`src/rtl/core/mbs_pkg.sv`:
```
// Shared constants and helper functions for the maze backtracker step block.
package mbs_pkg;

  // Default grid limits
  localparam int MAX_COLUMNS_DEF = 16;
  localparam int MAX_ROWS_DEF    = 8;

  // Register reset values
  localparam logic [4:0] GRID_COLUMNS_RST = 5'd16;
  localparam logic [3:0] GRID_ROWS_RST    = 4'd6;

  // Register indexes
  localparam logic REG_COLUMNS = 1'b0;
  localparam logic REG_ROWS    = 1'b1;

  // Request opcodes
  localparam logic [1:0] OP_STEP    = 2'd0;
  localparam logic [1:0] OP_RESTART = 2'd1;
  localparam logic [1:0] OP_READ    = 2'd2;

  // Walk directions, also the wall bit positions
  localparam logic [1:0] DIR_UP    = 2'd0;
  localparam logic [1:0] DIR_RIGHT = 2'd1;
  localparam logic [1:0] DIR_DOWN  = 2'd2;
  localparam logic [1:0] DIR_LEFT  = 2'd3;

  localparam logic [3:0] ALL_WALLS = 4'hF;

  // Remainder by three: 4 is 1 mod 3, so sum the base-4 digits and fold.
  function automatic logic [1:0] mod3_16(input logic [15:0] v);
    logic [4:0] s;
    logic [2:0] t;
    logic [2:0] u;
    s = '0;
    for (int i = 0; i < 8; i++) begin
      s = s + 5'(v[2*i +: 2]);
    end
    t = 3'(s[1:0]) + 3'(s[3:2]) + 3'(s[4]);
    u = 3'(t[1:0]) + 3'(t[2]);
    if (u >= 3'd3) begin
      u = u - 3'd3;
    end
    return u[1:0];
  endfunction

  // Position of the n-th set bit of a four-bit mask, lowest first.
  function automatic logic [1:0] nth_set(input logic [3:0] mask, input logic [1:0] n);
    logic [2:0] seen;
    logic [1:0] res;
    logic       found;
    seen  = '0;
    res   = '0;
    found = 1'b0;
    for (int i = 0; i < 4; i++) begin
      if (mask[i] && !found) begin
        if (seen == {1'b0, n}) begin
          res   = 2'(i);
          found = 1'b1;
        end
        seen = seen + 3'd1;
      end
    end
    return res;
  endfunction

endpackage

```
`src/rtl/core/maze_backtracker_step.sv`:
```
// Recursive backtracker maze generator: one walk step, restart or wall read per request.
//
// Requests enter on req_valid/req_stall and carry opcode, cell_index and
// random_value; one result leaves per request on res_valid/res_stall.
// Configuration (grid_columns, grid_rows) is written through cfg_we,
// cfg_index and cfg_data; the user must write it only while the block
// is idle, as the block itself does not enforce this.
// Visited bits and walls share one cell memory with two registered read
// ports and one write port; the backtrack stack is a second memory.
// A step reads the walker's cell and its four neighbors over the two
// read ports, then picks a neighbor and loads the result. After a
// backtrack or a configuration write a bit-serial divider rebuilds the
// walker's row and column first. A read fetches one cell's walls; a
// restart sweeps the cell memory.
// After reset a clearing pass sweeps the cell memory, one entry a cycle,
// with req_stall high; configuration writes are taken during it.
// Only one request is in flight; the next one is accepted once its result
// sits in the output register. A stalled result holds; the block waits
// for it to drain before loading the next one.
module maze_backtracker_step #(
  parameter int MAX_COLUMNS = mbs_pkg::MAX_COLUMNS_DEF,
  parameter int MAX_ROWS    = mbs_pkg::MAX_ROWS_DEF
) (
  input  logic       clk,
  input  logic       rst,
  // configuration
  input  logic       cfg_we,
  input  logic       cfg_index,
  input  logic [4:0] cfg_data,
  // request channel
  input  logic       req_valid,
  output logic       req_stall,
  input  logic [1:0] opcode,
  input  logic [6:0] cell_index,
  input  logic [15:0] random_value,
  // result channel
  output logic       res_valid,
  input  logic       res_stall,
  output logic [6:0] current_cell,
  output logic       carved,
  output logic [1:0] carve_direction,
  output logic       backtracked,
  output logic       finished,
  output logic [7:0] stack_depth,
  output logic [3:0] cell_walls
);
  import mbs_pkg::*;

  localparam int CELL_COUNT = MAX_COLUMNS * MAX_ROWS;
  localparam int CELL_W     = $clog2(CELL_COUNT);
  localparam int SP_W       = $clog2(CELL_COUNT + 1);
  localparam int COL_W      = $clog2(MAX_COLUMNS);
  localparam int ROW_W      = CELL_W;
  localparam int UC_W       = $clog2(MAX_COLUMNS + 1);
  localparam int UR_W       = $clog2(MAX_ROWS + 1);
  localparam int TOT_W      = UC_W + UR_W;
  localparam int CNT_W      = $clog2(CELL_W + 1);

  typedef enum logic [3:0] {
    S_CLEAR, S_IDLE, S_DIV, S_RD0, S_RD1, S_RD2, S_PICK, S_RDC, S_RDW, S_DONE
  } state_t;

  state_t state;

  // configuration registers
  logic [4:0] grid_columns;
  logic [3:0] grid_rows;

  // walker and stack state
  logic [CELL_W-1:0] walker;
  logic [COL_W-1:0]  col;
  logic [ROW_W-1:0]  row;
  logic              coord_valid;
  logic [SP_W-1:0]   sp;
  logic [SP_W-1:0]   sp_dec;

  // request fields and per-request flags
  logic [6:0]  cell_q;
  logic [15:0] rnd_q;
  logic        read_ok;
  logic        clr_item;
  logic        carved_q;
  logic [1:0]  dir_q;
  logic        back_q;
  logic        done_q;
  logic [3:0]  walls_q;

  // divider
  logic [UC_W-1:0]   div_rem;
  logic [CELL_W-1:0] div_quo;
  logic [CNT_W-1:0]  div_cnt;
  logic [UC_W:0]     div_trial;
  logic              div_bit;
  logic [UC_W-1:0]   rem_next;
  logic [CELL_W-1:0] quo_next;

  // sweep counter
  logic [CELL_W-1:0] clr_cnt;

  // neighbor words captured from the cell memory
  logic [4:0] cur_word;
  logic [4:0] up_word;
  logic [4:0] rt_word;
  logic [4:0] dn_word;
  logic [CELL_W-1:0] nxt_addr;
  logic [4:0]        nxt_word;

  // cell memory: bit 4 visited, bits 3:0 walls
  logic [4:0]        cell_mem [CELL_COUNT];
  logic [CELL_W-1:0] ra_addr;
  logic [CELL_W-1:0] rb_addr;
  logic [4:0]        rd_a;
  logic [4:0]        rd_b;
  logic              cm_we;
  logic [CELL_W-1:0] cm_waddr;
  logic [4:0]        cm_wdata;

  // stack memory
  logic [CELL_W-1:0] stk_mem [CELL_COUNT];
  logic              stk_we;
  logic [CELL_W-1:0] stk_rdata;

  // grid geometry
  logic [UC_W-1:0]  ucols;
  logic [UR_W-1:0]  urows;
  logic [TOT_W-1:0] total;
  logic             in_grid;
  logic             ex_up, ex_rt, ex_dn, ex_lf;
  logic [CELL_W-1:0] up_a, rt_a, dn_a, lf_a;

  // pick logic
  logic [3:0]        cand;
  logic [2:0]        cand_cnt;
  logic [1:0]        pick;
  logic [1:0]        dir;
  logic [CELL_W-1:0] pick_addr;
  logic [4:0]        pick_word;
  logic [3:0]        cur_walls_new;
  logic              accept;
  logic              res_free;

  // clamp the register values to the supported grid
  always_comb begin
    if (grid_columns == '0) begin
      ucols = UC_W'(1);
    end else if (32'(grid_columns) > MAX_COLUMNS) begin
      ucols = UC_W'(MAX_COLUMNS);
    end else begin
      ucols = UC_W'(grid_columns);
    end
    if (grid_rows == '0) begin
      urows = UR_W'(1);
    end else if (32'(grid_rows) > MAX_ROWS) begin
      urows = UR_W'(MAX_ROWS);
    end else begin
      urows = UR_W'(grid_rows);
    end
    total = TOT_W'(ucols) * TOT_W'(urows);
  end

  // neighbor presence and addresses around the walker
  assign in_grid = 32'(row) < 32'(urows);
  assign ex_up   = in_grid && (row != '0);
  assign ex_rt   = in_grid && (32'(col) + 1 < 32'(ucols));
  assign ex_dn   = in_grid && (32'(row) + 1 < 32'(urows));
  assign ex_lf   = in_grid && (col != '0);
  assign up_a    = ex_up ? walker - CELL_W'(ucols) : walker;
  assign rt_a    = ex_rt ? walker + CELL_W'(1) : walker;
  assign dn_a    = ex_dn ? walker + CELL_W'(ucols) : walker;
  assign lf_a    = ex_lf ? walker - CELL_W'(1) : walker;

  // read port addressing per state
  always_comb begin
    case (state)
      S_RD1: begin
        ra_addr = rt_a;
        rb_addr = dn_a;
      end
      S_RD2: begin
        ra_addr = lf_a;
        rb_addr = walker;
      end
      S_RDC: begin
        ra_addr = CELL_W'(cell_q);
        rb_addr = walker;
      end
      default: begin
        ra_addr = walker;
        rb_addr = up_a;
      end
    endcase
  end

  // choose among the unvisited neighbors
  always_comb begin
    cand     = {ex_lf & ~rd_a[4], ex_dn & ~dn_word[4], ex_rt & ~rt_word[4], ex_up & ~up_word[4]};
    cand_cnt = 3'($countones(cand));
    case (cand_cnt)
      3'd2:    pick = {1'b0, rnd_q[0]};
      3'd3:    pick = mod3_16(rnd_q);
      3'd4:    pick = rnd_q[1:0];
      default: pick = 2'd0;
    endcase
    dir = nth_set(cand, pick);
    case (dir)
      DIR_UP: begin
        pick_addr = up_a;
        pick_word = up_word;
      end
      DIR_RIGHT: begin
        pick_addr = rt_a;
        pick_word = rt_word;
      end
      DIR_DOWN: begin
        pick_addr = dn_a;
        pick_word = dn_word;
      end
      default: begin
        pick_addr = lf_a;
        pick_word = rd_a;
      end
    endcase
    if (cand_cnt != '0) begin
      cur_walls_new = cur_word[3:0] & ~(4'b0001 << dir);
    end else begin
      cur_walls_new = cur_word[3:0];
    end
  end

  // divider step: one quotient bit per cycle
  always_comb begin
    div_trial = {div_rem, div_quo[CELL_W-1]};
    div_bit   = div_trial >= {1'b0, ucols};
    if (div_bit) begin
      rem_next = UC_W'(div_trial - {1'b0, ucols});
    end else begin
      rem_next = UC_W'(div_trial);
    end
    quo_next = {div_quo[CELL_W-2:0], div_bit};
  end

  // cell memory write port
  always_comb begin
    case (state)
      S_CLEAR: begin
        cm_we    = 1'b1;
        cm_waddr = clr_cnt;
        cm_wdata = {1'b0, ALL_WALLS};
      end
      S_PICK: begin
        cm_we    = in_grid;
        cm_waddr = walker;
        cm_wdata = {1'b1, cur_walls_new};
      end
      S_DONE: begin
        cm_we    = carved_q;
        cm_waddr = nxt_addr;
        cm_wdata = nxt_word;
      end
      default: begin
        cm_we    = 1'b0;
        cm_waddr = walker;
        cm_wdata = cur_word;
      end
    endcase
  end

  always_ff @(posedge clk) begin
    if (cm_we) begin
      cell_mem[cm_waddr] <= cm_wdata;
    end
    rd_a <= cell_mem[ra_addr];
    rd_b <= cell_mem[rb_addr];
  end

  // stack memory: push at sp, the top entry is always on the read port
  assign sp_dec = sp - SP_W'(1);
  assign stk_we = (state == S_PICK) && (cand_cnt != '0) && (32'(sp) < CELL_COUNT);

  always_ff @(posedge clk) begin
    if (stk_we) begin
      stk_mem[sp[CELL_W-1:0]] <= walker;
    end
    stk_rdata <= stk_mem[sp_dec[CELL_W-1:0]];
  end

  assign req_stall = (state != S_IDLE);
  assign accept    = req_valid && !req_stall;
  assign res_free  = !res_valid || !res_stall;

  // control sequencer and registered results
  always_ff @(posedge clk) begin
    if (rst) begin
      state        <= S_CLEAR;
      grid_columns <= GRID_COLUMNS_RST;
      grid_rows    <= GRID_ROWS_RST;
      walker       <= '0;
      col          <= '0;
      row          <= '0;
      coord_valid  <= 1'b1;
      sp           <= '0;
      clr_cnt      <= '0;
      clr_item     <= 1'b0;
      res_valid    <= 1'b0;
      div_cnt      <= '0;
      carved_q     <= 1'b0;
    end else begin
      // drop a result once taken
      if (!res_stall && state != S_DONE) begin
        res_valid <= 1'b0;
      end

      case (state)
        S_CLEAR: begin
          clr_cnt <= clr_cnt + CELL_W'(1);
          if (clr_cnt == CELL_W'(CELL_COUNT - 1)) begin
            state <= clr_item ? S_DONE : S_IDLE;
          end
        end

        S_IDLE: begin
          if (accept) begin
            cell_q   <= cell_index;
            rnd_q    <= random_value;
            read_ok  <= 32'(cell_index) < 32'(total);
            carved_q <= 1'b0;
            dir_q    <= DIR_UP;
            back_q   <= 1'b0;
            done_q   <= 1'b0;
            walls_q  <= '0;
            case (opcode)
              OP_STEP: begin
                if (coord_valid) begin
                  state <= S_RD1;
                end else begin
                  div_rem <= '0;
                  div_quo <= walker;
                  div_cnt <= CNT_W'(CELL_W);
                  state   <= S_DIV;
                end
              end
              OP_RESTART: begin
                walker      <= '0;
                col         <= '0;
                row         <= '0;
                if (!cfg_we) begin
                  coord_valid <= 1'b1;
                end
                sp          <= '0;
                clr_cnt     <= '0;
                clr_item    <= 1'b1;
                state       <= S_CLEAR;
              end
              OP_READ: begin
                state <= S_RDC;
              end
              default: begin
                state <= S_DONE;
              end
            endcase
          end
        end

        // rebuild row and column of the walker
        S_DIV: begin
          div_rem <= rem_next;
          div_quo <= quo_next;
          div_cnt <= div_cnt - CNT_W'(1);
          if (div_cnt == CNT_W'(1)) begin
            row         <= quo_next;
            col         <= COL_W'(rem_next);
            if (!cfg_we) begin
              coord_valid <= 1'b1;
            end
            state       <= S_RD0;
          end
        end

        S_RD0: begin
          state <= S_RD1;
        end

        S_RD1: begin
          cur_word <= rd_a;
          up_word  <= rd_b;
          state    <= S_RD2;
        end

        S_RD2: begin
          rt_word <= rd_a;
          dn_word <= rd_b;
          state   <= S_PICK;
        end

        // advance to a neighbor, else pop the stack, else finish
        S_PICK: begin
          if (cand_cnt != '0) begin
            carved_q <= 1'b1;
            dir_q    <= dir;
            nxt_addr <= pick_addr;
            nxt_word <= {1'b1, pick_word[3:0] & ~(4'b0001 << (dir ^ 2'b10))};
            walker   <= pick_addr;
            case (dir)
              DIR_UP:    row <= row - ROW_W'(1);
              DIR_RIGHT: col <= col + COL_W'(1);
              DIR_DOWN:  row <= row + ROW_W'(1);
              default:   col <= col - COL_W'(1);
            endcase
            if (32'(sp) < CELL_COUNT) begin
              sp <= sp + SP_W'(1);
            end
          end else if (sp != '0) begin
            sp          <= sp_dec;
            walker      <= stk_rdata;
            if (!cfg_we) begin
              coord_valid <= 1'b0;
            end
            back_q      <= 1'b1;
          end else begin
            done_q <= 1'b1;
          end
          state <= S_DONE;
        end

        S_RDC: begin
          state <= S_RDW;
        end

        S_RDW: begin
          walls_q <= read_ok ? rd_a[3:0] : 4'h0;
          state   <= S_DONE;
        end

        // load the result register when it is free
        S_DONE: begin
          if (res_free) begin
            res_valid       <= 1'b1;
            current_cell    <= 7'(walker);
            carved          <= carved_q;
            carve_direction <= dir_q;
            backtracked     <= back_q;
            finished        <= done_q;
            stack_depth     <= 8'(sp);
            cell_walls      <= walls_q;
            carved_q        <= 1'b0;
            state           <= S_IDLE;
          end
        end

        default: begin
          state <= S_IDLE;
        end
      endcase

      // configuration writes; the walker's coordinates must be rebuilt
      if (cfg_we) begin
        coord_valid <= 1'b0;
        if (cfg_index == REG_COLUMNS) begin
          grid_columns <= cfg_data;
        end else begin
          grid_rows <= cfg_data[3:0];
        end
      end
    end
  end

endmodule

```
`config.mk`:
```
export PLATFORM = sky130hd
export DESIGN_NAME = maze_backtracker_step
export DESIGN_NICKNAME = d
export VERILOG_FILES = /design/src/rtl/core/mbs_pkg.sv /design/src/rtl/core/maze_backtracker_step.sv
export SDC_FILE = /design/constraint.sdc
export NUM_CORES = 2
export LEC_CHECK = 0
export BUFFER_PORTS_ARGS = -buffer_cell sky130_fd_sc_hd__buf_2
export CELL_PAD_IN_SITES_DETAIL_PLACEMENT = 0
export CELL_PAD_IN_SITES_GLOBAL_PLACEMENT = 1
export CORE_UTILIZATION = 54
export DETAILED_ROUTE_END_ITERATION = 12
export GPL_ROUTABILITY_DRIVEN = 0
export PLACE_DENSITY = 0.84
export SLEW_MARGIN = 20
export SYNTH_ARGS = -nofsm -noshare
export SYNTH_HDL_FRONTEND = slang
export SYNTH_SLANG_ARGS = --single-unit
```
`constraint.sdc`:
```
create_clock -name clk -period 16 [get_ports clk]
set_clock_uncertainty 0.2 [all_clocks]
set_input_delay 0 -clock clk [delete_from_list [all_inputs] [get_ports clk]]
set_output_delay 0 -clock clk [all_outputs]
set_load 0.005 [all_outputs]
```
=== Yosys cells after proc, flatten, opt, wreduce, memory -nomap -nowiden ===
Memories as Yosys holds them, arrays and structs flattened. A register that Yosys moved wholly into a read port is not among the register bits.
Index checks and enable logic that the tools add are counted.

* Add/sub/neg operators: 31
* Multipliers: 1
* Order comparisons: 9
* Eq/ne operators: 43
* Shift operators: 2
* Mux-type cells: 106
* Bitwise operators: 15
* Reduce and logical (&&, ||, !) cells: 60

{| class="wikitable"
|+ Operator list
! kind !! count
|-
| $mux W7 || 13
|-
| $pmux W7 S2 || 6
|-
| $pmux W7 S3 || 3
|-
| $mux W4 || 14
|-
| $mux W8 || 5
|-
| $pmux W4 S3 || 3
|-
| $pmux W4 S9 || 1
|-
| $mux W5 || 6
|-
| $mux W1 || 29
|-
| $add A7 B1 Y7 const B || 3
|-
| $add A5 B2 Y5 || 4
|-
| $reduce_and A4 Y1 || 5
|-
| $reduce_and A5 Y1 || 4
|-
| $mux W3 || 6
|-
| $ne A2 B2 Y1 const B || 9
|-
| $reduce_and A3 Y1 || 6
|-
| $reduce_and A6 Y1 || 3
|-
| $eq A4 B3 Y1 const B || 4
|-
| $pmux W4 S2 || 2
|-
| $pmux W8 S2 || 1
|-
| $pmux W5 S3 || 1
|-
| $mux W2 || 7
|-
| $sub A7 B1 Y7 const B || 2
|-
| $ne A3 B3 Y1 const B || 4
|-
| other kinds (67) || 126
|}

* Flip-flop bits (word level): 152
* Memory bits (writable): 1,536
* Input port bits: 36
* Output and inout bits: 26
* Word-level logic and storage cells: 304
* Memories: 2

{| class="wikitable"
|+ Memories
! name !! words !! width !! read ports !! clocked after Yosys merged registers in !! write ports !! RTL line !! text
|-
| stk_mem || 128 || 7 || 1 || 1 || 1 || maze_backtracker_step.sv:119 || <nowiki>logic [CELL_W-1:0] stk_mem [CELL_COUNT];</nowiki>
|-
| cell_mem || 128 || 5 || 2 || 2 || 1 || maze_backtracker_step.sv:109 || <nowiki>logic [4:0] cell_mem [CELL_COUNT];</nowiki>
|}

=== Longest topological paths before layout ===
* Depth after elaboration: 30
* Mapped depth: 33
* Depth with buffers taken out: 33

=== Least setup slack after synthesis ===
OpenSTA, ideal clock, no wires.

* Path type: register to register
* From: register rnd_q[7]
* To: memory cell_mem[0][0], data pin
* Library setup time: 1.197 ns
* Arrival: 11.685 ns
* Data required time: 14.603 ns
* Path slack: 2.918 ns
* Stages on the path, launching flop included: 27
* Buffers on the path: 2
* Period minus slack after synthesis: 13.082 ns
* Path through: edfxtp_1 -> fa_1 -> inv_1 -> fa_1 -> fa_1 -> inv_1 -> fa_1 -> ha_1 -> fa_1 -> inv_1 -> fa_1 -> inv_1 -> fa_1 -> ha_1 -> inv_1 -> fa_1 -> xnor2_1 -> a32o_1 -> clkbuf_1 -> nor3_1 -> nor2_1 -> ha_1 -> xor2_1 -> a2111oi_4 -> clkbuf_1 -> o41ai_1 -> o21ai_0

* Cells in the longest elaborated chain, start to end: 28
* Elaborated cells between the ends (all ways): 42
* Classes of those cells: add/sub (10); order compare (1); eq/ne (3); shift (1); mux (18); bitwise (2); reduce/logical (7)

{| class="wikitable"
|+ Ends and longest elaborated chain
! item !! RTL line !! text
|-
| start: declaration || maze_backtracker_step.sv:79 || <nowiki>logic [15:0] rnd_q;</nowiki>
|-
| start signal: assignment || maze_backtracker_step.sv:324 || <nowiki>rnd_q <= random_value;</nowiki>
|-
| $add A4 B2 Y5 (*) || mbs_pkg.sv:36 || <nowiki>s = s + 5'(v[2*i +: 2]);</nowiki>
|-
| $add A5 B2 Y5 (*) (4 in a row) || mbs_pkg.sv:36 ||
|-
| $add A2 B2 Y3 || mbs_pkg.sv:38 || <nowiki>t = 3'(s[1:0]) + 3'(s[3:2]) + 3'(s[4]);</nowiki>
|-
| $add A3 B1 Y3 (*) || mbs_pkg.sv:38 ||
|-
| $add A2 B1 Y3 (*) || mbs_pkg.sv:39 || <nowiki>u = 3'(t[1:0]) + 3'(t[2]);</nowiki>
|-
| $ge A3 B2 Y1 / $sub A2 B2 Y2 (equally long branches) || mbs_pkg.sv:40, mbs_pkg.sv:41 ||
|-
| $mux W2 (*) || mbs_pkg.sv:40 || <nowiki>if (u >= 3'd3) begin</nowiki>
|-
| $pmux W2 S3 (*) || maze_backtracker_step.sv:198 || <nowiki>case (cand_cnt)</nowiki>
|-
| branches (longest 11 deep; another with $add A3 B1 Y3) || n/a ||
|-
| $mux W2 (*) || mbs_pkg.sv:55 || <nowiki>if (mask[i] && !found) begin</nowiki>
|-
| $shl A1 B2 Y4 (*) || maze_backtracker_step.sv:224 || <nowiki>cur_walls_new = cur_word[3:0] & ~(4'b0001 << dir);</nowiki>
|-
| $not A4 Y4 (*) || maze_backtracker_step.sv:224 ||
|-
| $and A4 B4 Y4 (*) || maze_backtracker_step.sv:224 ||
|-
| $mux W4 (*) || maze_backtracker_step.sv:223 || <nowiki>if (cand_cnt != '0) begin</nowiki>
|-
| $pmux W5 S3 (*) || maze_backtracker_step.sv:244 || <nowiki>case (state)</nowiki>
|-
| net cm_wdata[0] || maze_backtracker_step.sv:116 || <nowiki>logic [4:0] cm_wdata;</nowiki>
|-
| end: declaration || maze_backtracker_step.sv:109 ||
|}

Mark *: on every way through the listed nets, which the timed path passes.

=== Final worst setup path ===
* From: register rnd_q[7]
* To: memory cell_mem[37][2], data pin

The elaborated chain is that of the path after synthesis.

==> flow_metrics.tcl <==
set metrics [dict create \
    setup_viol 0 \
    maxCapViolations 0 \
    slew_headroom 0.219 \
    finalInstanceArea_sq_mm 0.0853 \
    synthCells 5536 \
    async_reset_ff_frac 0 \
    outcome "finished, final reports clean" \
    critPathKind "reg -> reg" \
    postLayoutCoreUtil 0.603 \
    p_comb_frac 0.011 \
    rsz0062_at_grt "false" \
    drc_errors 0 \
    fin_crit_ps 8930 \
    ys_seq_area_frac 0.656 \
    dp_hpwl_mm 138 \
    worstMarginPinSlew_ps 1170 \
    drt-total-wl_mm 229 \
    sw_frac_of_total 0.209 \
    ys_ff_latch 1702 \
    clk_path_buf_depth 3 \
    avgSynthCellArea_sq_um 13.9 \
    ant_nets 0 \
    setup_tns_ps 0 \
    final_net_count 5738 \
    via_per_inst 6.69 \
    period_share 0.558 \
    clock_latency_ps 820 \
    grt_usage 0.318 \
    core-area_sq_mm 0.141 \
    drt_iter0_drc 7339 \
    boundaryPins 62 \
    cpPeakStageDelay_ps 730 \
    finalHoldViolCount 0 \
    worstSetupStartpointType "register" \
    dieWidth_microns 379 \
    dpl.cell_count 7234 \
    synth_cell_types 107 \
    area_growth_pct 11.0 \
    first_pass_iters 6 \
    crit_path_frequent_cell "fa_1" \
    fill_cells 10300 \
    vdd_drop_max_mv 0.135 \
    grt_pass1_wl_mm 332 \
    report.final.slew_viol_count 0 \
    layout_commonest_cell "edfxtp_1" \
    dieHeight_microns 379 \
    p_switching_mw 1.85 \
    dp_slack_ps 7120 \
    path_clk_slew_ps 60 \
    mostFrequentLayoutCells "edfxtp_1, nand2_1, nand3_1, nor2_1, mux4_2" \
    via_count 51200 \
    grt_pass1_vias 49300 \
    ys.flop_type "edfxtp_1" \
    cts_root_buf "clkbuf_16" \
    numCtsBuffers 170 \
    endpoint_kind "register" \
    pwr-share-clk 0.447 \
    cp_max_fo 70 \
    cpMaxStageDelayCell "buf_4" \
    setup_ws_ps 7070 \
    overflow 0 \
    grt_start_max_net_pins 153 \
    antenna_found_initial 4 \
    numPortBuffers 61 \
    p_leak_nw 28.1 \
    cts_tree "yes" \
    p_seq_frac 0.542 \
    die_area_sq_mm 0.144 \
    power_density_mw_per_mm2 104 \
    wl_per_cell_microns 30.0 \
    cp.required_ps 16260 \
    cts_num_sinks 1702 \
    hold_class "in -> reg" \
    drive_gt1_frac 0.144 \
    num_rows 138 \
    start_util 0.544 \
    h-tree-depth 4 \
    syn_nets 5671 \
    intPower_mw 7.02 \
    fmax_ghz 0.112 \
    arrival_ps 9200 \
    syn_area_sq_mm 0.0769 \
    synth-edff-count 1632 \
    post_dp_cell_area_sq_mm 0.0789 \
    instances_no_fill 7643 \
    post_cts_buffers 0 \
    yosys_warnings 0 \
]
synthesized netlist by cell type, types with 8 or more instances:
library cell	count	area share
inv_1	104	0.0051
a311oi_1	11	0.0013
nand4_1	58	0.0047
mux4_2	326	0.096
buf_6	17	0.0025
nand3_1	416	0.027
fa_1	26	0.0068
or2_2	8	0.00065
a32o_1	13	0.0017
nor2b_1	20	0.0016
a21oi_1	227	0.015
a211oi_1	26	0.0025
clkbuf_1	165	0.0081
o221ai_1	24	0.0027
and3_1	22	0.0018
o2111ai_1	13	0.0015
xor2_1	19	0.0022
ha_1	73	0.012
nor4_1	26	0.0021
o22ai_1	17	0.0014
nand2_1	986	0.048
a32oi_1	17	0.0019
nand2b_1	19	0.0015
dfxtp_1	70	0.018
xnor2_1	30	0.0034
nor2_1	397	0.019
a22oi_1	33	0.0032
mux2_2	22	0.0032
nor3_1	64	0.0042
and2_1	19	0.0015
o31ai_1	8	0.00078
o21ai_0	75	0.0049
mux2i_1	138	0.018
o211ai_1	18	0.0018
a31oi_1	29	0.0024
buf_1	48	0.0023
or3_1	14	0.0011
buf_4	26	0.0025
buf_2	88	0.0057
o21a_1	8	0.00078
a21o_1	15	0.0015
edfxtp_1	1632	0.64
a221oi_1	21	0.0024
final cells by class:
cell class | count | area [sq um] | share of cell area
sequential | 1702 | 50400 | 0.591
multi-input combinational | 3380 | 24700 | 0.289
clock buffer | 210 | 4440 | 0.0520
tap | 1890 | 2360 | 0.0277
timing repair buffer | 241 | 1950 | 0.0228
clock inverter | 108 | 1080 | 0.0126
inverter | 108 | 405 | 0.00475
antenna | 4 | 10.0 | 0.000117
through the flow:
step,power [mW],hold WS [ps]
5_1_grt,9.05,110
6_report,8.88,81.9
3_3_place_gp,4.99,-20.5
3_5_place_dp,4.99,-21.4
4_1_cts,8.89,20.9
2_1_floorplan,4.96,-101
worst paths after layout:
| check | endpoint | slack, ps | from | cells past startpoint |
|---|---|---|---|---|
| worst max-delay path | cell_mem[37][2] | 7070 | rnd_q[7] | 29 |
| worst min-delay path | read_ok | 80 | cell_index[6] | 4 |
| worst max register to register | cell_mem[37][2] | 7070 | rnd_q[7] | 29 |
| worst min register to register | cell_walls[0] | 230 | walls_q[0] | 0 |
timing repair:
item / CTS / global route
resized for setup: 0 / 0
setup endpoints to repair: 0 / 0
endpoints found under the hold margin: 133 / 0
hold buffers: 86 / 0
flip-flops by register name, summed over array words and instances, names as in the netlist, 7 cells and up:
signal and flops:
row 7, stack_depth 8, sp 8, div_quo 7, stk_rdata 7, stk_mem 896
walker 7, rnd_q 16, cell_mem 640, nxt_addr 7, cell_q 7, clr_cnt 7
current_cell 7
power groups by stage:
stage | clock network [mW] | registers (mW) | logic (mW)
after CTS | 3.98 | 4.81 | 0.0972
after global routing | 4.13 | 4.81 | 0.106
after detailed placement | 0 | 4.91 | 0.0807
after global placement | 0 | 4.91 | 0.0796
final | 3.96 | 4.81 | 0.100
after floorplan | 0 | 4.91 | 0.0475
worst max-delay path, delay by kind of cell (launching register included):
kind | cells | cell delay (ps)
buffers and inverters | 9 | 2060
flip-flops | 1 | 400
adder cells (fa/ha/maj) | 11 | 4410
AND/OR/NAND/NOR | 3 | 360
AO/OA/AOI/OAI | 5 | 820
XOR/XNOR | 1 | 250
cells by family (layout without fill, tap and decap cells):
logic type / after synthesis / in the layout / synth area share
AOI/OAI and AO/OA: 646 / 646 / 0.0570
adders and majority gates: 99 / 99 / 0.0187
muxes: 486 / 486 / 0.117
and+or+nand+nor: 2100 / 2100 / 0.120
DFF: 1702 / 1702 / 0.656
buffers and inverters: 454 / 667 / 0.0267
xor gates and xnor gates: 49 / 49 / 0.00558
other: 0 / 4 / 0
routing by layer:
| layer | GRT usage | routed length (microns) | vias up |
|---|---|---|---|
| met1 | 0.431 | 84800 | 25500 |
| li1 | - | - | 21300 |
| met3 | 0.0689 | 26800 | 607 |
| met2 | 0.499 | 107000 | 3755 |
| met4 | 0.134 | 10400 | 2 |
| met5 | 0 | 15 | - |
No activity file was read; power rests on OpenSTA's default activity.
